**config.mk**
```make
export PLATFORM = sky130hd
export DESIGN_NAME = memory_test_sequencer
export DESIGN_NICKNAME = d
export VERILOG_FILES = /design/src/sv/mts_pkg.sv /design/src/sv/mts_step.sv /design/src/sv/memory_test_sequencer.sv
export SDC_FILE = /design/constraint.sdc
export NUM_CORES = 1
export LEC_CHECK = 0
export BUFFER_PORTS_ARGS = -buffer_cell sky130_fd_sc_hd__buf_2
export CORE_AREA = 2 2 82 162
export CTS_BUF_LIST = sky130_fd_sc_hd__clkbuf_16
export DETAILED_ROUTE_END_ITERATION = 16
export DIE_AREA = 0 0 84 164
export PLACE_DENSITY = 0.83
export SLEW_MARGIN = 20
export SYNTH_ARGS = -nofsm -noshare
export SYNTH_HDL_FRONTEND = slang
export SYNTH_SLANG_ARGS = --single-unit
```
**constraint.sdc**
```tcl
create_clock -name i_clk -period 14.5 [get_ports i_clk]
set_clock_uncertainty 0.15 [all_clocks]
set_input_delay 1.45 -clock i_clk [delete_from_list [all_inputs] [get_ports i_clk]]
set_output_delay 1.45 -clock i_clk [all_outputs]
set_load 0.02 [all_outputs]
```
**src/sv/mts_pkg.sv**
```systemverilog
// ----------------------------------------------------------------------------
// mts_pkg
// Shared types and codes of the memory test sequencer: command, status,
// function and phase codes, register indexes and the word structs.
// ----------------------------------------------------------------------------
package mts_pkg;

    // Input function codes
    localparam logic [1:0] FN_START = 2'd0;
    localparam logic [1:0] FN_WDONE = 2'd1;
    localparam logic [1:0] FN_RDATA = 2'd2;

    // Output command codes
    localparam logic [1:0] CMD_WRITE = 2'd0;
    localparam logic [1:0] CMD_READ  = 2'd1;
    localparam logic [1:0] CMD_DONE  = 2'd2;
    localparam logic [1:0] CMD_NONE  = 2'd3;

    // Report status codes
    localparam logic [2:0] ST_RUN      = 3'd0;
    localparam logic [2:0] ST_PASS     = 3'd1;
    localparam logic [2:0] ST_MISMATCH = 3'd2;
    localparam logic [2:0] ST_WERR     = 3'd3;
    localparam logic [2:0] ST_RERR     = 3'd4;

    // Test modes
    localparam logic [1:0] MODE_SINGLE = 2'd0;
    localparam logic [1:0] MODE_MATS   = 2'd1;
    localparam logic [1:0] MODE_PAT    = 2'd2;

    // Sequencer phases
    localparam logic [2:0] PH_IDLE   = 3'd0;
    localparam logic [2:0] PH_SINGLE = 3'd1;
    localparam logic [2:0] PH_M1     = 3'd2;
    localparam logic [2:0] PH_M2     = 3'd3;
    localparam logic [2:0] PH_M3     = 3'd4;
    localparam logic [2:0] PH_PAT    = 3'd5;

    // Configuration register indexes
    localparam logic [1:0] CFG_TEST_MODE    = 2'd0;
    localparam logic [1:0] CFG_SINGLE_VALUE = 2'd1;
    localparam logic [1:0] CFG_CELL_COUNT   = 2'd2;

    // Field widths and data patterns
    localparam int CFG_COUNT_W = 17;
    localparam int CFG_DATA_W  = 17;
    localparam logic [7:0] PAT_ZERO = 8'h00;
    localparam logic [7:0] PAT_ONES = 8'hFF;
    localparam logic [7:0] PAT_ALT  = 8'h55;

    // Reset values of the configuration registers
    localparam logic [1:0]             RST_TEST_MODE  = MODE_MATS;
    localparam logic [7:0]             RST_SINGLE     = 8'h00;
    localparam logic [CFG_COUNT_W-1:0] RST_CELL_COUNT = 17'd256;

    // Input word
    typedef struct packed {
        logic [1:0] func;
        logic [7:0] read_data;
        logic       bus_error;
    } t_item;

    // Result word
    typedef struct packed {
        logic [1:0]  command;
        logic [15:0] address;
        logic [7:0]  write_data;
        logic [2:0]  status;
        logic [7:0]  value_read;
        logic [7:0]  value_expected;
        logic [2:0]  highest_bad_bit;
    } t_result;

endpackage

```
**src/sv/mts_step.sv**
```systemverilog
// ----------------------------------------------------------------------------
// mts_step
// One sequencer step: from the held input word and the current test state,
// form the next memory request or report and the next test state.
// ----------------------------------------------------------------------------
module mts_step
    import mts_pkg::*;
#(
    parameter int ADDR_WIDTH = 16
) (
    input  t_item                   i_item,
    input  logic [1:0]              i_test_mode,
    input  logic [7:0]              i_single_value,
    input  logic [CFG_COUNT_W-1:0]  i_cell_count,
    input  logic [2:0]              i_phase,
    input  logic                    i_awaiting,
    input  logic [ADDR_WIDTH-1:0]   i_ptr,
    input  logic [ADDR_WIDTH:0]     i_count,
    input  logic [7:0]              i_value,
    output logic [2:0]              o_phase,
    output logic                    o_awaiting,
    output logic [ADDR_WIDTH-1:0]   o_ptr,
    output logic [ADDR_WIDTH:0]     o_count,
    output logic [7:0]              o_value,
    output t_result                 o_result
);

    localparam int CNT_W  = ADDR_WIDTH + 1;
    localparam int EXT_W  = (CNT_W > CFG_COUNT_W) ? CNT_W : CFG_COUNT_W;
    localparam int WIDE_W = ADDR_WIDTH + 16;

    logic [EXT_W-1:0]      cnt_ext;
    logic [EXT_W-1:0]      cnt_limit;
    logic [EXT_W-1:0]      cnt_sat;
    logic [CNT_W-1:0]      ptr_inc;
    logic [CNT_W-1:0]      cnt_last;
    logic [WIDE_W-1:0]     ptr_wide;
    logic [15:0]           ptr_addr;
    logic [7:0]            expected;
    logic [7:0]            diff;
    logic [2:0]            bad_bit;

    // Clamp the cell count to between one cell and the whole address space
    always_comb begin
        cnt_ext   = EXT_W'(i_cell_count);
        cnt_limit = EXT_W'(1) << ADDR_WIDTH;
        cnt_sat   = cnt_ext;
        if (cnt_ext == '0) begin
            cnt_sat = EXT_W'(1);
        end else if (cnt_ext > cnt_limit) begin
            cnt_sat = cnt_limit;
        end
    end

    // Pointer arithmetic and the reported address
    assign ptr_inc  = {1'b0, i_ptr} + CNT_W'(1);
    assign cnt_last = i_count - CNT_W'(1);
    assign ptr_wide = WIDE_W'(i_ptr);
    assign ptr_addr = ptr_wide[15:0];

    // Expected byte for the read in the current phase
    always_comb begin
        case (i_phase)
            PH_SINGLE: expected = i_value;
            PH_M2:     expected = PAT_ZERO;
            PH_M3:     expected = PAT_ONES;
            default:   expected = PAT_ALT;
        endcase
    end

    // Find the highest differing bit
    assign diff = i_item.read_data ^ expected;
    always_comb begin
        bad_bit = 3'd0;
        for (int i = 0; i < 8; i++) begin
            if (diff[i]) begin
                bad_bit = 3'(i);
            end
        end
    end

    // Sequencer step
    always_comb begin
        o_phase    = i_phase;
        o_awaiting = i_awaiting;
        o_ptr      = i_ptr;
        o_count    = i_count;
        o_value    = i_value;
        o_result   = '0;
        o_result.command = CMD_NONE;
        o_result.status  = ST_RUN;

        if (i_item.func == FN_START) begin
            if (i_test_mode != MODE_SINGLE && i_test_mode != MODE_MATS &&
                i_test_mode != MODE_PAT) begin
                o_phase    = PH_IDLE;
                o_awaiting = 1'b0;
            end else begin
                o_count    = cnt_sat[CNT_W-1:0];
                o_value    = i_single_value;
                o_ptr      = '0;
                o_awaiting = 1'b0;
                o_result.command = CMD_WRITE;
                o_result.address = 16'd0;
                case (i_test_mode)
                    MODE_SINGLE: begin
                        o_phase = PH_SINGLE;
                        o_result.write_data = i_single_value;
                    end
                    MODE_MATS: begin
                        o_phase = PH_M1;
                        o_result.write_data = PAT_ZERO;
                    end
                    default: begin
                        o_phase = PH_PAT;
                        o_result.write_data = PAT_ALT;
                    end
                endcase
            end
        end else if (i_item.func == FN_WDONE && i_phase != PH_IDLE && !i_awaiting) begin
            if (i_item.bus_error) begin
                o_phase    = PH_IDLE;
                o_awaiting = 1'b0;
                o_result.command = CMD_DONE;
                o_result.status  = ST_WERR;
                o_result.address = ptr_addr;
            end else begin
                case (i_phase)
                    PH_SINGLE, PH_PAT: begin
                        o_awaiting = 1'b1;
                        o_result.command = CMD_READ;
                        o_result.address = ptr_addr;
                    end
                    PH_M1: begin
                        if (ptr_inc < i_count) begin
                            o_ptr = ptr_inc[ADDR_WIDTH-1:0];
                            o_result.command    = CMD_WRITE;
                            o_result.write_data = PAT_ZERO;
                        end else begin
                            o_phase    = PH_M2;
                            o_ptr      = '0;
                            o_awaiting = 1'b1;
                            o_result.command = CMD_READ;
                        end
                        o_result.address = 16'(WIDE_W'(o_ptr));
                    end
                    PH_M2: begin
                        o_awaiting = 1'b1;
                        o_result.command = CMD_READ;
                        if (ptr_inc < i_count) begin
                            o_ptr = ptr_inc[ADDR_WIDTH-1:0];
                        end else begin
                            o_phase = PH_M3;
                            o_ptr   = cnt_last[ADDR_WIDTH-1:0];
                        end
                        o_result.address = 16'(WIDE_W'(o_ptr));
                    end
                    default: begin
                        if (i_ptr == '0) begin
                            o_phase    = PH_IDLE;
                            o_awaiting = 1'b0;
                            o_result.command = CMD_DONE;
                            o_result.status  = ST_PASS;
                        end else begin
                            o_ptr      = i_ptr - ADDR_WIDTH'(1);
                            o_awaiting = 1'b1;
                            o_result.command = CMD_READ;
                            o_result.address = 16'(WIDE_W'(o_ptr));
                        end
                    end
                endcase
            end
        end else if (i_item.func == FN_RDATA && i_phase != PH_IDLE && i_awaiting) begin
            if (i_item.bus_error) begin
                o_phase    = PH_IDLE;
                o_awaiting = 1'b0;
                o_result.command = CMD_DONE;
                o_result.status  = ST_RERR;
                o_result.address = ptr_addr;
            end else if (diff != 8'h00) begin
                o_phase    = PH_IDLE;
                o_awaiting = 1'b0;
                o_result.command         = CMD_DONE;
                o_result.status          = ST_MISMATCH;
                o_result.address         = ptr_addr;
                o_result.value_read      = i_item.read_data;
                o_result.value_expected  = expected;
                o_result.highest_bad_bit = bad_bit;
            end else begin
                case (i_phase)
                    PH_SINGLE: begin
                        o_phase    = PH_IDLE;
                        o_awaiting = 1'b0;
                        o_result.command = CMD_DONE;
                        o_result.status  = ST_PASS;
                    end
                    PH_M2: begin
                        o_awaiting = 1'b0;
                        o_result.command    = CMD_WRITE;
                        o_result.address    = ptr_addr;
                        o_result.write_data = PAT_ONES;
                    end
                    PH_M3: begin
                        o_awaiting = 1'b0;
                        o_result.command    = CMD_WRITE;
                        o_result.address    = ptr_addr;
                        o_result.write_data = PAT_ZERO;
                    end
                    default: begin
                        o_awaiting = 1'b0;
                        if (ptr_inc < i_count) begin
                            o_ptr = ptr_inc[ADDR_WIDTH-1:0];
                            o_result.command    = CMD_WRITE;
                            o_result.address    = 16'(WIDE_W'(o_ptr));
                            o_result.write_data = PAT_ALT;
                        end else begin
                            o_phase = PH_IDLE;
                            o_result.command = CMD_DONE;
                            o_result.status  = ST_PASS;
                        end
                    end
                endcase
            end
        end
    end

endmodule

```
**src/sv/memory_test_sequencer.sv**
```systemverilog
// Flow: an accepted word is held in the input register; the step loads its
//   result into the output register once that is free or draining.
// Throughput: one word per cycle while the output is taken; a full output
//   register that is not taken stalls the step and the input channel.
// Reset: synchronous, active low; the test returns to idle and the
//   configuration registers take mode MATS+, value 0x00 and 256 cells.
// ----------------------------------------------------------------------------
// memory_test_sequencer
// Byte-memory self-test sequencer: single cell, MATS+ march and 0x55
// pattern tests, driven by start, write acknowledge and read data words.
// ----------------------------------------------------------------------------
module memory_test_sequencer
    import mts_pkg::*;
#(
    parameter int ADDR_WIDTH = 16
) (
    input  logic                    i_clk,
    input  logic                    i_rst_n,
    // Configuration write channel
    input  logic                    i_cfg_valid,
    output logic                    o_cfg_ready,
    input  logic [1:0]              i_cfg_index,
    input  logic [CFG_DATA_W-1:0]   i_cfg_data,
    // Input channel
    input  logic                    i_valid,
    output logic                    o_ready,
    input  logic [1:0]              i_func,
    input  logic [7:0]              i_read_data,
    input  logic                    i_bus_error,
    // Output channel
    output logic                    o_valid,
    input  logic                    i_ready,
    output logic [1:0]              o_command,
    output logic [15:0]             o_address,
    output logic [7:0]              o_write_data,
    output logic [2:0]              o_status,
    output logic [7:0]              o_value_read,
    output logic [7:0]              o_value_expected,
    output logic [2:0]              o_highest_bad_bit
);

    logic [1:0]             r_test_mode;
    logic [7:0]             r_single_value;
    logic [CFG_COUNT_W-1:0] r_cell_count;

    logic                   r_in_valid;
    t_item                  r_in_item;
    logic                   r_out_valid;
    t_result                r_out;

    logic [2:0]             r_phase;
    logic                   r_awaiting;
    logic [ADDR_WIDTH-1:0]  r_ptr;
    logic [ADDR_WIDTH:0]    r_count;
    logic [7:0]             r_value;

    logic [2:0]             n_phase;
    logic                   n_awaiting;
    logic [ADDR_WIDTH-1:0]  n_ptr;
    logic [ADDR_WIDTH:0]    n_count;
    logic [7:0]             n_value;
    t_result                n_out;

    logic                   step_go;

    // Configuration registers
    assign o_cfg_ready = 1'b1;

    always_ff @(posedge i_clk) begin
        if (!i_rst_n) begin
            r_test_mode    <= RST_TEST_MODE;
            r_single_value <= RST_SINGLE;
            r_cell_count   <= RST_CELL_COUNT;
        end else if (i_cfg_valid) begin
            case (i_cfg_index)
                CFG_TEST_MODE:    r_test_mode    <= i_cfg_data[1:0];
                CFG_SINGLE_VALUE: r_single_value <= i_cfg_data[7:0];
                CFG_CELL_COUNT:   r_cell_count   <= i_cfg_data[CFG_COUNT_W-1:0];
                default: ;
            endcase
        end
    end

    // Step when a word is held and the output register is free or draining
    assign step_go = r_in_valid && (!r_out_valid || i_ready);
    assign o_ready = !r_in_valid || step_go;

    // Input register
    always_ff @(posedge i_clk) begin
        if (!i_rst_n) begin
            r_in_valid <= 1'b0;
        end else if (o_ready) begin
            r_in_valid <= i_valid;
        end
    end

    always_ff @(posedge i_clk) begin
        if (o_ready && i_valid) begin
            r_in_item <= '{func: i_func, read_data: i_read_data, bus_error: i_bus_error};
        end
    end

    mts_step #(
        .ADDR_WIDTH (ADDR_WIDTH)
    ) u_step (
        .i_item         (r_in_item),
        .i_test_mode    (r_test_mode),
        .i_single_value (r_single_value),
        .i_cell_count   (r_cell_count),
        .i_phase        (r_phase),
        .i_awaiting     (r_awaiting),
        .i_ptr          (r_ptr),
        .i_count        (r_count),
        .i_value        (r_value),
        .o_phase        (n_phase),
        .o_awaiting     (n_awaiting),
        .o_ptr          (n_ptr),
        .o_count        (n_count),
        .o_value        (n_value),
        .o_result       (n_out)
    );

    // Test state: advance on each step
    always_ff @(posedge i_clk) begin
        if (!i_rst_n) begin
            r_phase    <= PH_IDLE;
            r_awaiting <= 1'b0;
            r_ptr      <= '0;
            r_count    <= (ADDR_WIDTH + 1)'(1);
            r_value    <= 8'h00;
        end else if (step_go) begin
            r_phase    <= n_phase;
            r_awaiting <= n_awaiting;
            r_ptr      <= n_ptr;
            r_count    <= n_count;
            r_value    <= n_value;
        end
    end

    // Output register: load on a step, drop once taken
    always_ff @(posedge i_clk) begin
        if (!i_rst_n) begin
            r_out_valid <= 1'b0;
        end else if (step_go) begin
            r_out_valid <= 1'b1;
        end else if (i_ready) begin
            r_out_valid <= 1'b0;
        end
    end

    always_ff @(posedge i_clk) begin
        if (step_go) begin
            r_out <= n_out;
        end
    end

    assign o_valid           = r_out_valid;
    assign o_command         = r_out.command;
    assign o_address         = r_out.address;
    assign o_write_data      = r_out.write_data;
    assign o_status          = r_out.status;
    assign o_value_read      = r_out.value_read;
    assign o_value_expected  = r_out.value_expected;
    assign o_highest_bad_bit = r_out.highest_bad_bit;

    // Requests always carry running status
    a_req_running: assert property (@(posedge i_clk) disable iff (!i_rst_n)
        (r_out_valid && (r_out.command == CMD_WRITE || r_out.command == CMD_READ))
            |-> (r_out.status == ST_RUN))
        else $error("request word without running status");

    // Idle test never waits for read data
    a_idle_no_read: assert property (@(posedge i_clk) disable iff (!i_rst_n)
        (r_phase == PH_IDLE) |-> !r_awaiting)
        else $error("idle sequencer awaiting read data");

    // Pointer stays inside the swept range while a test runs
    a_ptr_range: assert property (@(posedge i_clk) disable iff (!i_rst_n)
        (r_phase != PH_IDLE) |-> ({1'b0, r_ptr} < r_count))
        else $error("cell pointer beyond cell count");

    // No result word straight after reset
    a_reset_empty: assert property (@(posedge i_clk)
        !i_rst_n |=> !o_valid)
        else $error("output valid after reset");

endmodule
```
# After elaboration in Yosys (flattened, before gate mapping)
# Cells that the tools add are included.
# W data, S select, Z words.
totals:
  register_bits: 133
  input_bits: 35
  out_inout_bits: 51
  wordCells: 164
classes:
  n_addsub: 3
  n_lt_le_gt_ge: 2
  eq_ne: 25
  mux: 73
  n_bitwise: 4
  reduce_logical: 37
ops:
  columns: ["operator", "n"]
  rows:
  - ["$mux W16", 13]
  - ["$pmux W24 S3", 1]
  - ["$mux W3", 19]
  - ["$mux W18", 3]
  - ["$pmux W18 S3", 1]
  - ["$mux W26", 2]
  - ["$mux W48", 1]
  - ["$pmux W16 S3", 1]
  - ["$mux W19", 2]
  - ["$mux W17", 2]
  - ["$sub A16 B1 Y16 const B", 2]
  - ["$mux W29", 1]
  - ["$mux W24", 1]
  - ["$pmux W8 S3", 1]
  - ["$pmux W3 S2", 3]
  - ["$add A16 B1 Y17 const B", 1]
  - ["$gt A17 B17 Y1 const B", 1]
  - ["$logic_not A17 Y1", 1]
  - ["$lt A17 B17 Y1", 1]
  - ["$logic_not A16 Y1", 1]
  - ["$mux W8", 2]
  - ["$pmux W8 S2", 1]
  - ["$ne A5 B4 Y1 const B", 3]
  - ["$mux W1", 12]
  - ["other kinds (34)", 68]

# Depth between registers and ports, before layout
depth:
  word_depth: 15
  depth_mapped: 17
  mapped_depth_nobuf: 15

# Cells and area by module
# Synthesis repeated with hierarchy kept, for this count alone.
unflattened:
  cells_unflattened: 1076
  area_unflattened_um2: 9044.9
by_module_without_submodules:
  columns: ["mod", "instances", "cells_per_inst", "area_per_inst_um2", "seq_area_each_um2"]
  rows:
  - ["memory_test_sequencer", 1, 375, 4659.5, 3253.1]
  - ["mts_step", 1, 701, 4385.5, 0.0]

# Worst setup path after synthesis
# OpenSTA, ideal clock, no wires.
synth_path:
  path_kind: "in2reg"
  from: "input port i_ready"
  to: "register r_count[11]"
  setup_time_ns: 0.065
  arrival_ns: 5.527
  required_time_ns: 14.285
  slack_ns: 8.758
  path_stages: 7
  n_path_buf: 1
  cell_sequence: "nor2b_1 > nor2b_1 > nand3_1 > a21oi_1 > clkbuf_1 > a22oi_1 > nor2_1"
synth_between:
  elab_chain_cells: 3
synth_rtl:
  columns: ["item", "line", "source"]
  rows:
  - ["from (decl)", "memory_test_sequencer.sv:32", "input logic i_ready,"]
  - ["$logic_or A1 B1 Y1", "memory_test_sequencer.sv:85", "assign step_go = r_in_valid && (!r_out_valid || i_ready);"]
  - ["$logic_and A1 B1 Y1", "memory_test_sequencer.sv:85", null]
  - ["named net step_go", "memory_test_sequencer.sv:64", "logic step_go;"]
  - ["$reduce_and A3 Y1 (no source line)", null, null]
  - ["to (signal assigned)", "memory_test_sequencer.sv:129", "r_count <= (ADDR_WIDTH + 1)'(1);"]
  - ["to (signal assigned)", "memory_test_sequencer.sv:135", "r_count <= n_count;"]
  - ["to (decl)", "memory_test_sequencer.sv:54", "logic [ADDR_WIDTH:0] r_count;"]
# The timed path passes the listed nets, and every way through them passes these cells.
# A chain may end at the register's enable or synchronous reset.

# Worst setup path after layout
layout_path:
  from: "register r_ptr[0]"
  to: "register r_out (netlist bit o_address[12]) (data pin)"
layout_between:
  elab_chain_cells: 9
  word_cells_on_any_way: 16
  cone_classes: "2 x add/sub; 1 x order compare; 12 x mux; 1 x reduce/logical"
layout_rtl:
  columns: ["item", "line", "source"]
  rows:
  - ["from (decl)", "memory_test_sequencer.sv:53", "logic [ADDR_WIDTH-1:0] r_ptr;"]
  - ["from (signal assigned)", "memory_test_sequencer.sv:134", "r_ptr <= n_ptr;"]
  - ["$add A16 B1 Y17", "mts_step.sv:56", "assign ptr_inc = {1'b0, i_ptr} + CNT_W'(1);"]
  - ["$lt A17 B17 Y1", "mts_step.sv:135, mts_step.sv:150, mts_step.sv:211", null]
  - ["$mux W24", "mts_step.sv:211", "if (ptr_inc < i_count) begin"]
  - ["$pmux W24 S3", "mts_step.sv:190", "case (i_phase)"]
  - ["$mux W18", "mts_step.sv:180", "end else if (diff != 8'h00) begin"]
  - ["$mux W18", "mts_step.sv:174", "if (i_item.bus_error) begin"]
  - ["$mux W48", "mts_step.sv:173", "end else if (i_item.func == FN_RDATA && i_phase != PH_IDLE && i_awaiting) begin"]
  - ["$mux W29 (*)", "mts_step.sv:120", "end else if (i_item.func == FN_WDONE && i_phase != PH_IDLE && !i_awaiting) begin"]
  - ["$mux W26 (*)", "mts_step.sv:93", "if (i_item.func == FN_START) begin"]
  - ["to (signal assigned)", "memory_test_sequencer.sv:153", "r_out <= n_out;"]
  - ["to (decl)", "memory_test_sequencer.sv:49", "t_result r_out;"]
# Every way passes the cells marked *; elsewhere a longest branch is shown, timed or not.

==> flow_summary.ini <==
[floorplan]
design.die.area_mm2 = 0.0138
rows = 58
fp.dieW_um = 84
io_pins = 86
start_util_pct = 62.0
die_h_um = 164
core_area_mm2 = 0.0126

[yosys]
synthTopCellsByArea = edfxtp_1, dfxtp_1, nand2_1
synth_ff_type = dfxtp_1
ys_top_cells_by_count = nand2_1, nor2_1, dfxtp_1, a21oi_1, edfxtp_1
syn-instance-count = 902
synth_compound_area_share_pct = 20.6
yosysMostFrequentCell = nand2_1
ys_seq_area_share_pct = 41.8
synth.largest_area_cell = edfxtp_1
synthMuxAreaShare_pct = 1.56
synthSimpleGateAreaFrac_pct = 22.9
synth_edf_count = 59
synthAdderAreaFrac_pct = 3.05
synth_top_area_share_pct = 22.7
async_flop_share_pct = 0
syn_avg_cell_area_um2 = 8.63
syn_area_mm2 = 0.00779
synth_fp_nets = 956
yosysWarnings = 0
ys_types = 86
synthXorXnorAreaFrac_pct = 4.05
synth_top_family_by_area = simple AND/OR/NAND/NOR gates
ys_seq_elements = 133

[worst_hold_path]
worstHoldPathType = reg2reg

[status]
outcome = finished clean

[route]
drt-initial-drc-count = 1023
post_drt_wl_per_cell_um = 21.9
drc_errors = 0
drtAntennaViolNets = 0
vias = 7454
drt-total-wl_um = 24300
viasPerCell = 6.71
firstDrtPassIters = 5

[cts]
clk_latency_ps = 430
cts_hold_buf = 0
clk_pin_slew_ps = 60
cts-root-buf = clkbuf_16
post_cts_resize_count = 0
cts_sinks = 133
cts_buffers = 17
htreeDepth = 4
clockBufferDepth = 2
cts_setup_buffers = 0
cts_tree = done

[worst_setup_path]
end_kind = register
cp_max_fo = 14
required_ps = 14490
critical_path_class = reg2reg
cp.arrival_ps = 5050
path_cells = ha_1 > nand3_1 > nor2_1 > nand2_1 > xor2_1 > inv_1 > ha_1 > and2_1 > a221o_1 > a21o_1 > o21ai_2 > nor2_1 > nor4_1 > o21ai_0
cpPeakStageDelay_ps = 630
slowest_stage = o21ai_2
cp-start-kind = register

[pwr]
p_per_area_mw_per_mm2 = 109
power_uw = 949
ir_drop_uv = 111
p_leak_nw = 3.39

[place]
dp_hpwl_um = 17600
io_buffers = 84
place.gp.congestion = 0.988

[final_layout]
fillCellCount = 1014
nets = 1002
drive_gt1_share_pct = 15.7
synthToLayoutAreaGrowth_pct = 11.6
antennaDiodeCount = 0
utilization_pct = 69.2

[sta]
rsz0062_at_grt = false
finalSetupViolCount = 0
fmax_mhz = 197
finalCritPeriodShare_pct = 34.9
hold_violations = 0
relSlewSlack_pct = 18.0
maxSlewViolCount = 0
layout_min_cycle_time_ps = 5070
worst_pin_slew_ps = 1220
setup-tns-final_ps = 0

[job]
maxCapViolCount = 0

[global_route]
track_usage_pct = 35.5
grt_pass1_vias = 7113
grt_max_degree = 52
grt_pass1_wl_um = 37600
antenna_found_initial = 0
grt_overflow = 0
==> cell usage in the layout, fill, tap and decap left out, drive strengths merged, types with 25 or more instances in the layout <==
master  instances
a22oi          31
buf            89
nand2         116
o21ai          50
nor2           97
inv            41
edfxtp         59
nor3           25
a21oi          70
dfxtp          74
==> worst max-delay path: cells and delay by family (launching register included) <==
family	cells	cell delay, ps
adder cells (fa/ha/maj)	2	680
buffers and inverters	1	100
flip-flops	1	550
AND/OR/NAND/NOR	6	1640
AO/OA/AOI/OAI	4	1410
XOR/XNOR	1	230
==> metrics by stage <==
| step | instance area [µm²] | hold slack (ps) | worst slack, ps | instances |
|---|---|---|---|---|
| final | 8690 | 308 | 9430 | 1111 |
| after global routing | 8690 | 338 | 9140 | 1111 |
| after CTS | 8690 | 310 | 9560 | 1111 |
| after detailed placement | 8110 | 298 | 9570 | 1079 |
| after global placement | 8100 | 293 | 9330 | 1079 |
| after floorplan | 7790 | 282 | 8760 | 902 |
==> kinds of logic (layout without fill, tap and decap cells) <==
kind of cell             after synthesis  after routing
XOR/XNOR                              36             36
buffers and inverters                 98            157
multiplexers                          12             12
AND/OR/NAND/NOR                      360            360
other                                  1              1
AO/OA/AOI/OAI                        243            243
flip-flops                           133            133
adder cells (fa/ha/maj)               19             19
==> routing by layer <==
layer | global-route usage (%) | vias up | routed length (µm)
met5 | 0 | - | 0
met4 | 25.9 | 0 | 2030
met3 | 6.18 | 153 | 1840
met2 | 63.3 | 489 | 12300
met1 | 36.9 | 3437 | 8160
li1 | - | 3375 | -
==> where the power goes <==
part / switching, mW / total [mW] / internal, mW
Sequential: 0.0113 / 0.414 / 0.403
Combinational: 0.0726 / 0.108 / 0.0356
Clock: 0.173 / 0.427 / 0.254
Total: 0.257 / 0.949 / 0.692
==> sequential cells by signal, indices dropped and copies added (netlist names), 8 cells and up <==
signal            cells
o_address            16
r_value               8
o_value_expected      8
r_ptr                16
r_in_item            11
r_single_value        8
o_write_data          8
o_value_read          8
r_count              17
r_cell_count         17
==> cell type report <==
class / instances / area [µm²] / area share (%)
multi-input combinational: 671 / 4080 / 46.9
sequential: 133 / 3250 / 37.4
timing repair buffer: 89 / 458 / 5.27
clock buffer: 17 / 425 / 4.89
tap: 150 / 188 / 2.16
clock inverter: 15 / 155 / 1.79
inverter: 36 / 135 / 1.55
==> final timing paths <==
check | startpoint | to | slack (ps) | cells past startpoint
setup / recovery | r_ptr[0] | o_address[12] | 9430 | 14
setup reg to reg | r_ptr[0] | o_address[12] | 9430 | 14
hold reg to reg | r_value[6] | r_value[6] | 310 | 2
hold / removal | r_value[6] | r_value[6] | 310 | 2
Note: power is estimated with default switching activity, not from simulation.
